[config.mk]
export PLATFORM = sky130hd
export DESIGN_NAME = space_packet_framer_crc16
export DESIGN_NICKNAME = d
export VERILOG_FILES = /design/src/rtl/spf_pkg.sv /design/src/rtl/spf_front.sv /design/src/rtl/spf_queue.sv /design/src/rtl/spf_back.sv /design/src/rtl/space_packet_framer_crc16.sv
export SDC_FILE = /design/constraint.sdc
export NUM_CORES = 1
export LEC_CHECK = 0
export ABC_AREA = 1
export BUFFER_PORTS_ARGS = -buffer_cell sky130_fd_sc_hd__buf_2
export CAP_MARGIN = 40
export CORE_MARGIN = 10
export CORE_UTILIZATION = 55
export DETAILED_ROUTE_END_ITERATION = 7
export HOLD_SLACK_MARGIN = 0.15
export PLACE_DENSITY = 0.69
export SYNTH_ARGS = -nofsm -noshare
export SYNTH_HDL_FRONTEND = slang
export SYNTH_SLANG_ARGS = --single-unit
[constraint.sdc]
create_clock -name clk -period 12.03 [get_ports clk]
set_input_delay 3.609 -clock clk [delete_from_list [all_inputs] [get_ports clk]]
set_output_delay 3.609 -clock clk [all_outputs]
set_load 0.005 [all_outputs]
[src/rtl/spf_pkg.sv]
// ----------------------------------------------------------------------------
// spf_pkg
// shared types, constants and functions of the space packet framer
// ----------------------------------------------------------------------------
package spf_pkg;

  localparam int MAX_PAYLOAD = 1024;
  localparam int LEN_W       = $clog2(MAX_PAYLOAD + 1);
  localparam int SEQ_W       = 14;
  localparam int HDR_BYTES   = 16;
  localparam int CRC_BYTES   = 2;
  localparam int STEP_W      = $clog2(HDR_BYTES + CRC_BYTES);
  localparam int QDEPTH      = 4;
  localparam int QAW         = $clog2(QDEPTH);

  localparam logic [15:0] CRC_INIT  = 16'hFFFF;
  localparam logic [15:0] CRC_POLY  = 16'h1021;
  localparam logic [15:0] MAX_RESET = 16'hFFFF;
  localparam logic [15:0] LEN_BIAS  = 16'd11;

  localparam logic [1:0] MODE_START  = 2'd0;
  localparam logic [1:0] MODE_DATA   = 2'd1;
  localparam logic [1:0] MODE_SEQRST = 2'd2;

  typedef enum logic [1:0] {
    CMD_HDR,
    CMD_DATA,
    CMD_ERR
  } cmd_kind_t;

  // one unit of work for the back end; last marks a crc trailer to follow
  typedef struct packed {
    cmd_kind_t        kind;
    logic [10:0]      apid;
    logic             ptype;
    logic [7:0]       subsys;
    logic [31:0]      tick;
    logic [LEN_W-1:0] len;
    logic [7:0]       data;
    logic             last;
    logic [SEQ_W-1:0] seq_hdr;
    logic [SEQ_W-1:0] seq_now;
  } cmd_t;

  function automatic logic [15:0] crc_byte(input logic [15:0] crc_in, input logic [7:0] b);
    logic [15:0] c;
    c = crc_in ^ {b, 8'h00};
    for (int i = 0; i < 8; i++) begin
      if (c[15]) begin
        c = {c[14:0], 1'b0} ^ CRC_POLY;
      end else begin
        c = {c[14:0], 1'b0};
      end
    end
    return c;
  endfunction

  function automatic logic [7:0] hdr_byte(input cmd_t c, input logic [3:0] idx);
    logic [15:0] w0;
    logic [15:0] w1;
    logic [15:0] w2;
    logic [7:0]  b;
    w0 = {3'b000, c.ptype, 1'b1, c.apid};
    w1 = {2'b11, c.seq_hdr};
    w2 = 16'(c.len) + LEN_BIAS;
    case (idx)
      4'd0:    b = w0[15:8];
      4'd1:    b = w0[7:0];
      4'd2:    b = w1[15:8];
      4'd3:    b = w1[7:0];
      4'd4:    b = w2[15:8];
      4'd5:    b = w2[7:0];
      4'd10:   b = c.tick[31:24];
      4'd11:   b = c.tick[23:16];
      4'd12:   b = c.tick[15:8];
      4'd13:   b = c.tick[7:0];
      4'd14:   b = c.subsys;
      default: b = 8'h00;
    endcase
    return b;
  endfunction

endpackage

[src/rtl/spf_front.sv]
// ----------------------------------------------------------------------------
// spf_front
// accepts input beats, tracks frame and sequence state, issues commands
// ----------------------------------------------------------------------------
module spf_front (
  input  logic              clk,
  input  logic              rst,
  input  logic              in_valid,
  output logic              in_stall,
  input  logic [1:0]        mode,
  input  logic [10:0]       apid,
  input  logic              packet_type,
  input  logic [7:0]        subsystem,
  input  logic [31:0]       timestamp,
  input  logic [15:0]       payload_length,
  input  logic [7:0]        data_byte,
  input  logic              cfg_valid,
  output logic              cfg_ready,
  input  logic [15:0]       cfg_data,
  input  logic              q_full,
  output logic              push,
  output spf_pkg::cmd_t     push_cmd
);
  import spf_pkg::*;

  logic [SEQ_W-1:0] seq, seq_next;
  logic [LEN_W-1:0] bytes_left, bytes_left_next;
  logic             frame_active, frame_active_next;
  logic             dropping, dropping_next;
  logic [15:0]      max_frame_bytes;

  logic             accept;
  logic [LEN_W-1:0] len_c;
  logic [LEN_W-1:0] left_dec;
  logic             oversize;

  assign in_stall  = q_full;
  assign cfg_ready = 1'b1;
  assign accept    = in_valid && !in_stall;

  assign len_c    = (payload_length > 16'(MAX_PAYLOAD)) ? LEN_W'(MAX_PAYLOAD)
                                                         : LEN_W'(payload_length);
  assign oversize = (17'(len_c) + 17'(HDR_BYTES + CRC_BYTES)) > {1'b0, max_frame_bytes};
  assign left_dec = bytes_left - LEN_W'(1);

  always_comb begin
    seq_next          = seq;
    bytes_left_next   = bytes_left;
    frame_active_next = frame_active;
    dropping_next     = dropping;
    push              = 1'b0;
    push_cmd          = '0;
    push_cmd.apid     = apid;
    push_cmd.ptype    = packet_type;
    push_cmd.subsys   = subsystem;
    push_cmd.tick     = timestamp;
    push_cmd.len      = len_c;
    push_cmd.data     = data_byte;
    push_cmd.seq_hdr  = seq;
    push_cmd.seq_now  = seq;
    if (accept) begin
      unique case (mode)
        MODE_START: begin
          seq_next          = seq + SEQ_W'(1);
          bytes_left_next   = len_c;
          frame_active_next = (len_c != '0);
          dropping_next     = oversize && (len_c != '0);
          push              = 1'b1;
          push_cmd.kind     = oversize ? CMD_ERR : CMD_HDR;
          push_cmd.last     = (len_c == '0);
          push_cmd.seq_now  = seq + SEQ_W'(1);
        end
        MODE_DATA: begin
          if (frame_active && bytes_left != '0) begin
            bytes_left_next = left_dec;
            if (left_dec == '0) begin
              frame_active_next = 1'b0;
              dropping_next     = 1'b0;
            end
            if (!dropping) begin
              push          = 1'b1;
              push_cmd.kind = CMD_DATA;
              push_cmd.last = (left_dec == '0);
            end
          end
        end
        MODE_SEQRST: begin
          seq_next = '0;
        end
        default: begin
        end
      endcase
    end
  end

  always_ff @(posedge clk) begin
    if (rst) begin
      seq             <= '0;
      bytes_left      <= '0;
      frame_active    <= 1'b0;
      dropping        <= 1'b0;
      max_frame_bytes <= MAX_RESET;
    end else begin
      seq          <= seq_next;
      bytes_left   <= bytes_left_next;
      frame_active <= frame_active_next;
      dropping     <= dropping_next;
      if (cfg_valid && cfg_ready) begin
        max_frame_bytes <= cfg_data;
      end
    end
  end

endmodule

[src/rtl/spf_queue.sv]
// ----------------------------------------------------------------------------
// spf_queue
// small command fifo between front and back
// ----------------------------------------------------------------------------
module spf_queue (
  input  logic          clk,
  input  logic          rst,
  input  logic          push,
  input  spf_pkg::cmd_t push_cmd,
  output logic          full,
  input  logic          pop,
  output spf_pkg::cmd_t head,
  output logic          empty
);
  import spf_pkg::*;

  cmd_t           slots [QDEPTH];
  logic [QAW-1:0] wr_ptr;
  logic [QAW-1:0] rd_ptr;
  logic [QAW:0]   count;

  assign full  = (count == (QAW+1)'(QDEPTH));
  assign empty = (count == '0);
  assign head  = slots[rd_ptr];

  always_ff @(posedge clk) begin
    if (push) begin
      slots[wr_ptr] <= push_cmd;
    end
  end

  always_ff @(posedge clk) begin
    if (rst) begin
      wr_ptr <= '0;
      rd_ptr <= '0;
      count  <= '0;
    end else begin
      if (push) begin
        wr_ptr <= wr_ptr + QAW'(1);
      end
      if (pop) begin
        rd_ptr <= rd_ptr + QAW'(1);
      end
      if (push && !pop) begin
        count <= count + (QAW+1)'(1);
      end else if (pop && !push) begin
        count <= count - (QAW+1)'(1);
      end
    end
  end

endmodule

[src/rtl/spf_back.sv]
// ----------------------------------------------------------------------------
// spf_back
// serializes commands into frame bytes, runs the crc, holds the output beat
// ----------------------------------------------------------------------------
module spf_back (
  input  logic                      clk,
  input  logic                      rst,
  input  spf_pkg::cmd_t             head,
  input  logic                      empty,
  output logic                      pop,
  output logic                      out_valid,
  input  logic                      out_stall,
  output logic [7:0]                out_byte,
  output logic                      frame_end,
  output logic                      oversize_error,
  output logic [spf_pkg::SEQ_W-1:0] sequence_now
);
  import spf_pkg::*;

  logic [STEP_W-1:0] step;
  logic [15:0]       crc;

  logic              take;
  logic [7:0]        byte_c;
  logic              end_c;
  logic              err_c;
  logic              is_last;
  logic              feed;
  logic [15:0]       base;

  assign take = !empty && (!out_valid || !out_stall);
  assign pop  = take && is_last;

  always_comb begin
    byte_c  = 8'h00;
    end_c   = 1'b0;
    err_c   = 1'b0;
    is_last = 1'b0;
    feed    = 1'b0;
    base    = crc;
    unique case (head.kind)
      CMD_HDR: begin
        if (step < STEP_W'(HDR_BYTES)) begin
          byte_c  = hdr_byte(head, step[3:0]);
          feed    = 1'b1;
          base    = (step == '0) ? CRC_INIT : crc;
          is_last = (step == STEP_W'(HDR_BYTES - 1)) && !head.last;
        end else if (step == STEP_W'(HDR_BYTES)) begin
          byte_c = crc[15:8];
        end else begin
          byte_c  = crc[7:0];
          end_c   = 1'b1;
          is_last = 1'b1;
        end
      end
      CMD_DATA: begin
        if (step == '0) begin
          byte_c  = head.data;
          feed    = 1'b1;
          is_last = !head.last;
        end else if (step == STEP_W'(1)) begin
          byte_c = crc[15:8];
        end else begin
          byte_c  = crc[7:0];
          end_c   = 1'b1;
          is_last = 1'b1;
        end
      end
      CMD_ERR: begin
        end_c   = 1'b1;
        err_c   = 1'b1;
        is_last = 1'b1;
      end
      default: begin
        is_last = 1'b1;
      end
    endcase
  end

  always_ff @(posedge clk) begin
    if (rst) begin
      step      <= '0;
      crc       <= CRC_INIT;
      out_valid <= 1'b0;
    end else begin
      if (take) begin
        step      <= is_last ? '0 : step + STEP_W'(1);
        out_valid <= 1'b1;
        if (feed) begin
          crc <= crc_byte(base, byte_c);
        end
      end else if (!out_stall) begin
        out_valid <= 1'b0;
      end
    end
  end

  always_ff @(posedge clk) begin
    if (take) begin
      out_byte       <= byte_c;
      frame_end      <= end_c;
      oversize_error <= err_c;
      sequence_now   <= head.seq_now;
    end
  end

endmodule

[src/rtl/space_packet_framer_crc16.sv]
// ----------------------------------------------------------------------------
// space_packet_framer_crc16
// space packet framer: 16-byte header, echoed payload, crc-16/ccitt trailer
// ----------------------------------------------------------------------------
//
//  channel  direction  handshake              beat content
//  in       input      in_valid / in_stall    mode, apid, packet_type, subsystem,
//                                             timestamp, payload_length, data_byte
//  out      output     out_valid / out_stall  out_byte, frame_end, oversize_error,
//                                             sequence_now
//  cfg      input      cfg_valid / cfg_ready  cfg_data (max_frame_bytes)
//
//  the front takes one input beat per cycle while the 4-entry command queue
//  has room; the back emits one output byte per cycle while out_stall is low
//  a start beat yields 16 header bytes (18 with the crc for an empty payload,
//  a single error beat if oversize), the last payload byte also both crc bytes
//  so header bursts fill the queue and stall the front, payload streams at 1/cycle
//  while out_stall is low; reset (synchronous) clears the sequence count and
//  frame state and sets max_frame_bytes to 65535; there is no clearing pass
//  out_stall holds the output register; the queue decouples the front from it
// ----------------------------------------------------------------------------
module space_packet_framer_crc16 (
  input  logic                      clk,
  input  logic                      rst,
  input  logic                      in_valid,
  output logic                      in_stall,
  input  logic [1:0]                mode,
  input  logic [10:0]               apid,
  input  logic                      packet_type,
  input  logic [7:0]                subsystem,
  input  logic [31:0]               timestamp,
  input  logic [15:0]               payload_length,
  input  logic [7:0]                data_byte,
  output logic                      out_valid,
  input  logic                      out_stall,
  output logic [7:0]                out_byte,
  output logic                      frame_end,
  output logic                      oversize_error,
  output logic [spf_pkg::SEQ_W-1:0] sequence_now,
  input  logic                      cfg_valid,
  output logic                      cfg_ready,
  input  logic [15:0]               cfg_data
);
  import spf_pkg::*;

  // command path between front and back
  cmd_t push_cmd;
  cmd_t head;
  logic push;
  logic pop;
  logic q_full;
  logic q_empty;

  // front: classifies beats, owns sequence count and frame bookkeeping
  spf_front u_front (
    .clk            (clk),
    .rst            (rst),
    .in_valid       (in_valid),
    .in_stall       (in_stall),
    .mode           (mode),
    .apid           (apid),
    .packet_type    (packet_type),
    .subsystem      (subsystem),
    .timestamp      (timestamp),
    .payload_length (payload_length),
    .data_byte      (data_byte),
    .cfg_valid      (cfg_valid),
    .cfg_ready      (cfg_ready),
    .cfg_data       (cfg_data),
    .q_full         (q_full),
    .push           (push),
    .push_cmd       (push_cmd)
  );

  // short queue so the front keeps taking beats while the back serializes
  spf_queue u_queue (
    .clk      (clk),
    .rst      (rst),
    .push     (push),
    .push_cmd (push_cmd),
    .full     (q_full),
    .pop      (pop),
    .head     (head),
    .empty    (q_empty)
  );

  // back: header/payload/crc byte serializer with registered output
  spf_back u_back (
    .clk            (clk),
    .rst            (rst),
    .head           (head),
    .empty          (q_empty),
    .pop            (pop),
    .out_valid      (out_valid),
    .out_stall      (out_stall),
    .out_byte       (out_byte),
    .frame_end      (frame_end),
    .oversize_error (oversize_error),
    .sequence_now   (sequence_now)
  );

  // a command is never written into a full queue
  assert property (@(posedge clk) disable iff (rst) push |-> !q_full)
    else $error("command pushed into full queue");

  // the back never retires a command that is not there
  assert property (@(posedge clk) disable iff (rst) q_empty |-> !pop)
    else $error("pop from empty command queue");

  // an error beat always closes its frame and carries a zero byte
  assert property (@(posedge clk) disable iff (rst)
    (out_valid && oversize_error) |-> (frame_end && out_byte == 8'h00))
    else $error("malformed oversize error beat");

endmodule
---- After elaboration in Yosys (flattened, before gate mapping) ----
Memories as Yosys holds them, arrays and structs flattened. A register that Yosys moved wholly into a read port is not among the register bits.
Index checks and enable logic that the tools add are counted.
cells by class
  $add $sub $neg .......................... 9
  muxes and demuxes ....................... 82
  eq/ne operators ......................... 21
  bitwise gates (word level) .............. 9
  $mul .................................... 0
  reduce and logical (&&, ||, !) cells .... 32
  order comparisons ....................... 3
  shift operators ......................... 0
  div/mod/pow operators ................... 0
operator list
  kind                                                             count
  two-way mux 16 bit                                               24
  two-way mux 13 bit                                               8
  case mux 8 bit (11 select lines)                                 1
  two-way mux 8 bit                                                4
  two-way mux 14 bit                                               2
  case mux 14 bit (2 select lines)                                 1
  inverter 3 bit                                                   8
  logical NOT 11 bit                                               2
  two-way mux 1 bit                                                22
  two-way mux 11 bit                                               2
  case mux 11 bit (2 select lines)                                 1
  nonzero test 11 bit                                              2
  == test 4 bit, second input constant                             5
  greater-than comparator 17 x 16 -> 1 bit                         1
  greater-than comparator 16 x 11 -> 1 bit, second input constant  1
  case mux 8 bit (2 select lines)                                  1
  bitwise XOR 16 bit                                               1
  adder 14 x 1 -> 14 bit, second input constant                    1
  adder 11 x 4 -> 12 bit, second input constant                    1
  adder 11 x 5 -> 12 bit, second input constant                    1
  case mux 1 bit (2 select lines)                                  6
  subtractor 11 x 1 -> 11 bit, second input constant               1
  two-way mux 2 bit                                                5
  == test 4 x 2 -> 1 bit, second input constant                    2
  other kinds (29)                                                 53
storage, ports and cells
  latch bits .............................. 0
  bits in read-only memories .............. 0
  memories kept ........................... 1
  bits in writable memories ............... 408
  register bits ........................... 96
memories
  memory         words  width  read ports  clocked after Yosys merged registers in  wr ports  line             RTL
  u_queue.slots  4      102    1           1                                        1         spf_queue.sv:17  cmd_t slots [QDEPTH];

---- Depth between registers and ports, before layout ----
  word-level depth ........................ 42
  depth in mapped cells ................... 23
  mapped depth without buffers ............ 22

---- Cells and area by module ----
A second synthesis with hierarchy kept.
second synthesis, totals
  cells, all modules ...................... 2157
  area total of the unflattened synthesis .. 22656.7 um2
modules (own cells, without submodules)
  module     times used  area an instance (um2)  cells an instance  seq. area each (um2)
  spf_queue  1           15512.4                 1044               12431.9
  spf_back   1           3603.5                  573                1161.1
  spf_front  1           3540.9                  540                860.8

---- Worst setup path before layout ----
Ideal clock, no wire load.
  path kind ............................... input to register
  from .................................... input mode[0]
  to ...................................... memory u_queue.slots[0][0] (netlist bit), enable pin
  path slack .............................. 2505 ps
  buffers on the path ..................... 0
  stages .................................. 8
  arrival ................................. 8961 ps
  path through ............................ inv_1 > nor2_1 > inv_1 > nor3_1 > inv_1 > nor2_1 > nor2_1 > nor2_1
between the ends
  word-level cells in the longest chain between the ends .. 5
RTL lines
  element                                                             line                             RTL
  start: declaration                                                  space_packet_framer_crc16.sv:27  input logic [1:0] mode,
  == test 2 x 1 -> 1 bit / logical NOT 2 bit (equally long branches)  spf_front.sv:62                  unique case (mode)
  case mux 1 bit (2 select lines) (*)                                 spf_front.sv:62
  two-way mux 1 bit (*)                                               spf_front.sv:61                  if (accept) begin
  two-way mux 1 bit (*)                                               spf_queue.sv:27                  if (push) begin
  two-way mux 1 bit (implied by the code) (*)                         spf_queue.sv:28                  slots[wr_ptr] <= push_cmd;
  end: declaration                                                    spf_queue.sv:17
Every way passes the cells marked *; elsewhere a longest branch is shown, timed or not.

---- Worst setup path after layout ----
  from .................................... input mode[0]
  to ...................................... memory u_queue.slots[1][67] (netlist bit), enable pin
Same word-level chain as after synthesis.

==> results.ini <==
[floorplanning]
die_area_um2 = 48660
ioPinCount = 126
dieWidth_um = 220.6
start_util_pct = 55.70
coreArea_um2 = 39730
rows = 73
fp.dieH_um = 220.6

[timing]
hold_viol = 0
rsz0062_at_grt = false
finalSetupViolCount = 0
finalClockSkew_ns = 0.02131
finalCriticalPeriod_ns = 6.447
fmaxAchievable_mhz = 155.1
relSlewSlack_pct = 40.61
worst_pin_slew_ns = 0.8908
setup-tns-final_ns = 0
maxSlewViolCount = 0
finalCritPeriodShare_pct = 53.59

[worst_hold_path]
min_to = u_front.max_frame_bytes[13]$_SDFFE_PP1P_
hold_class = flip-flop to flip-flop
hp-start = u_front.max_frame_bytes[13]$_SDFFE_PP1P_
hold_depth = 2

[route]
firstDrtPassIters = 6
drc = 0
viasPerCell = 5.616
wl_um = 54530
drtAntennaViolNets = 0
vias = 15830
drt_iter0_markers = 1454
avgRoutedWirePerCell_um = 19.34

[clock_tree]
htree_levels = 2
cts_buffer_depth = 3
cts_root_buf = clkbuf_16
cts_setup_buffers = 0
cts_buffers = 53
clk_pin_slew_worst_paths_ns = 0.06
holdBufCountCts = 0
cts.repair.resized = 0
clk_latency_ns = 0.60
clock-sinks = 506
cts_tree = done

[yosys]
synthesis.nets = 2260
synth_fa_ha_area_share_pct = 1.617
ys_ff_latch = 506
ys_warn_count = 0
synth_top_family_by_area = simple AND/OR/NAND/NOR gates
synth_cell_types = 47
yosys.area_share.simple_pct = 17.91
synth_cells = 2133
synth-compound-area-share_pct = 9.503
synth.avg_cell_area_um2 = 10.38
syn_area_um2 = 22130
muxShareOfSynthArea_pct = 0
ys_seq_area_share_pct = 65.31
synth_xor_xnor_area_share_pct = 0.7123

[layout]
fin_area_um2 = 24960
n_antenna_cell = 0
most-common-layout-cells = 446 x nand2_1, 432 x edfxtp_1, 324 x nor2_1, 202 x o21ai_0, 126 x inv_1
final_common_cell = nand2_1
drive_gt1_share_pct = 12.03
final_nets = 2376
instances_no_fill = 2819
syn2layout_area_growth_pct = 12.78

[critical_path]
worstPathArrival_ns = 6.71
rrSetupSlack_ns = 7.58
path_cells = buf_2 -> inv_1 -> nor2_1 -> inv_1 -> nor3_1 -> inv_1 -> nor2_1 -> nor2_1 -> buf_4 -> nor2_4 -> buf_4 -> buf_16
reg2reg_to = u_back.crc[14]$_SDFFE_PP1P_
crit_slowest_cell = nor2_1
worstSetupStartpointType = input pin
endpoint_kind = flip-flop
ff2ff_path_depth = 18
slowest_delay_ns = 0.42
crit_fanout = 49
crit_family = buffers and inverters
required_ns = 12.29
path_buf_inv = 7
crit_type = input pin to flip-flop

[grt]
grt_overflow = 0
use_met1_pct = 29.04
top_usage_layer = met2
grt_antenna_before_repair = 0
use_met3_pct = 4.110
grt_pass1_vias = 15230
grt_max_degree = 136
grt_usage_pct = 22.22
globalRouteMet2Util_pct = 36.14
grt_pass1_wl_um = 84110

[power]
pwr-share-clk_pct = 32.5
p_sw_mw = 1.631
power.density_nw_per_um2 = 199.8
leakage_nw = 9.549
p_comb_share_pct = 25.1
p_seq_share_pct = 42.5
ir_drop_v = 0.0001035
swShare_pct = 32.71
intPower_mw = 3.356

[placed_design]
gp_congestion = 0.8811
place_inst = 2719
numPortBuffers = 124
placed_area_um2 = 23230
dp_hpwl_um = 34540

[job]
maxCapViolations = 0

[outcome]
run_status = finished clean

==> state kept, by name (all words and copies together) (netlist names), named ones only <==
signal                   count
u_back.frame_end             1
u_back.out_valid             1
u_front.seq                 14
u_back.out_byte              8
u_queue.slots              408
u_back.crc                  16
u_back.step                  5
u_queue.wr_ptr               2
u_front.frame_active         1
u_front.bytes_left          11
u_back.sequence_now         14
u_queue.rd_ptr               2
u_front.dropping             1
u_front.max_frame_bytes     16
u_back.oversize_error        1
u_queue.count                3
==> metal layers <==
| metal | part of all wire (%) | up-vias |
|---|---|---|
| li1 | - | 7612 |
| met1 | 42 | 7573 |
| met2 | 48 | 532 |
| met3 | 6.7 | 115 |
| met4 | 3.5 | 0 |
| met5 | 0 | - |
==> cells by family (layout without fill, tap and decap cells) <==
family                   count (synthesis)  after routing
adder cells (fa/ha/maj)                 28             28
AND/OR/NAND/NOR                        964            964
AO/OA/AOI/OAI                          388            388
flip-flops                             506            506
buffers and inverters                  227            388
XOR/XNOR                                18             18
other                                    2              2
==> cells in the mapped netlist, drive strengths merged <==
cell type | count | share of area, %
nand2 | 461 | 8.0
edfxtp | 432 | 59
nor2 | 338 | 5.9
o21ai | 234 | 5.3
inv | 136 | 2.3
nand3 | 119 | 2.7
a21oi | 82 | 1.9
dfxtp | 74 | 6.7
buf | 55 | 2.0
o22ai | 40 | 1.1
clkbuf | 33 | 0.56
ha | 27 | 1.5
nand4 | 17 | 0.48
nor3 | 15 | 0.34
xor2 | 15 | 0.59
o221ai | 9 | 0.36
o211ai | 7 | 0.24
a211oi | 4 | 0.14
nand3b | 4 | 0.14
o2111ai | 4 | 0.16
or2 | 4 | 0.11
clkinv | 3 | 0.051
nor4 | 3 | 0.085
xnor2 | 3 | 0.12
a31oi | 2 | 0.057
conb | 2 | 0.034
nor3b | 2 | 0.068
a21boi | 1 | 0.034
a311oi | 1 | 0.040
a32o | 1 | 0.045
a32oi | 1 | 0.074
a41oi | 1 | 0.040
fa | 1 | 0.090
o31ai | 1 | 0.034
or3 | 1 | 0.028
==> worst reg2reg max path: stages (launching register included) <==
cell      delay [ns]
dfxtp_4         0.84
inv_4           0.46
buf_4           0.53
nand3_1         0.22
nand2_1         0.16
ha_1            0.23
nand3b_1        0.20
nand3_1         0.29
nand4_1         0.13
nor2_1          0.33
nand3_1         0.20
nand2_1         0.15
nand2_2         0.09
nand2_1         0.08
nand2_1         0.07
nand2_1         0.11
nand3b_1        0.09
nand3_1         0.09
nand2_1         0.07
==> metrics by stage <==
stage	power, mW	setup slack [ns]	hold slack, ns	utilization (%)
3_5_place_dp	3.401	4.919	0.4406	58.47
5_1_grt	5.252	5.118	0.4757	62.82
3_3_place_gp	3.368	4.211	0.4343	57.97
2_1_floorplan	3.048	2.505	0.4206	-
4_1_cts	5.016	5.544	0.4568	62.82
6_report	4.987	5.583	0.4585	62.82
==> worst max-delay path by stage <==
stage,start,end,depth (start not counted)
final,mode[0],u_queue.slots[1][67]$_DFFE_PP_,12
after global routing,payload_length[13],u_queue.slots[1][101]$_DFFE_PP_,20
after CTS,payload_length[13],u_queue.slots[1][101]$_DFFE_PP_,20
after detailed placement,payload_length[13],u_queue.slots[0][101]$_DFFE_PP_,20
after global placement,mode[0],u_queue.slots[1][74]$_DFFE_PP_,10
after floorplan,mode[0],u_queue.slots[0][0]$_DFFE_PP_,8
==> power by group through the flow <==
stage	Clock, mW	Sequential [mW]	Combinational (mW)
finish	1.62	2.12	1.25
global route	1.71	2.13	1.41
CTS	1.64	2.12	1.25
detailed placement	0	2.15	1.25
global placement	0	2.15	1.22
floorplan	0	2.12	0.931
==> cell type report <==
| class | count | area (um^2) |
|---|---|---|
| Sequential cell | 506 | 14460 |
| Fill cell | 3179 | 14770 |
| Clock inverter | 32 | 307.8 |
| Multi-Input combinational cell | 1400 | 6635 |
| Tap cell | 525 | 656.9 |
| Timing Repair Buffer | 149 | 949.7 |
| Inverter | 139 | 526.8 |
| Clock buffer | 68 | 1424 |
(Power assumes the default switching activity.)
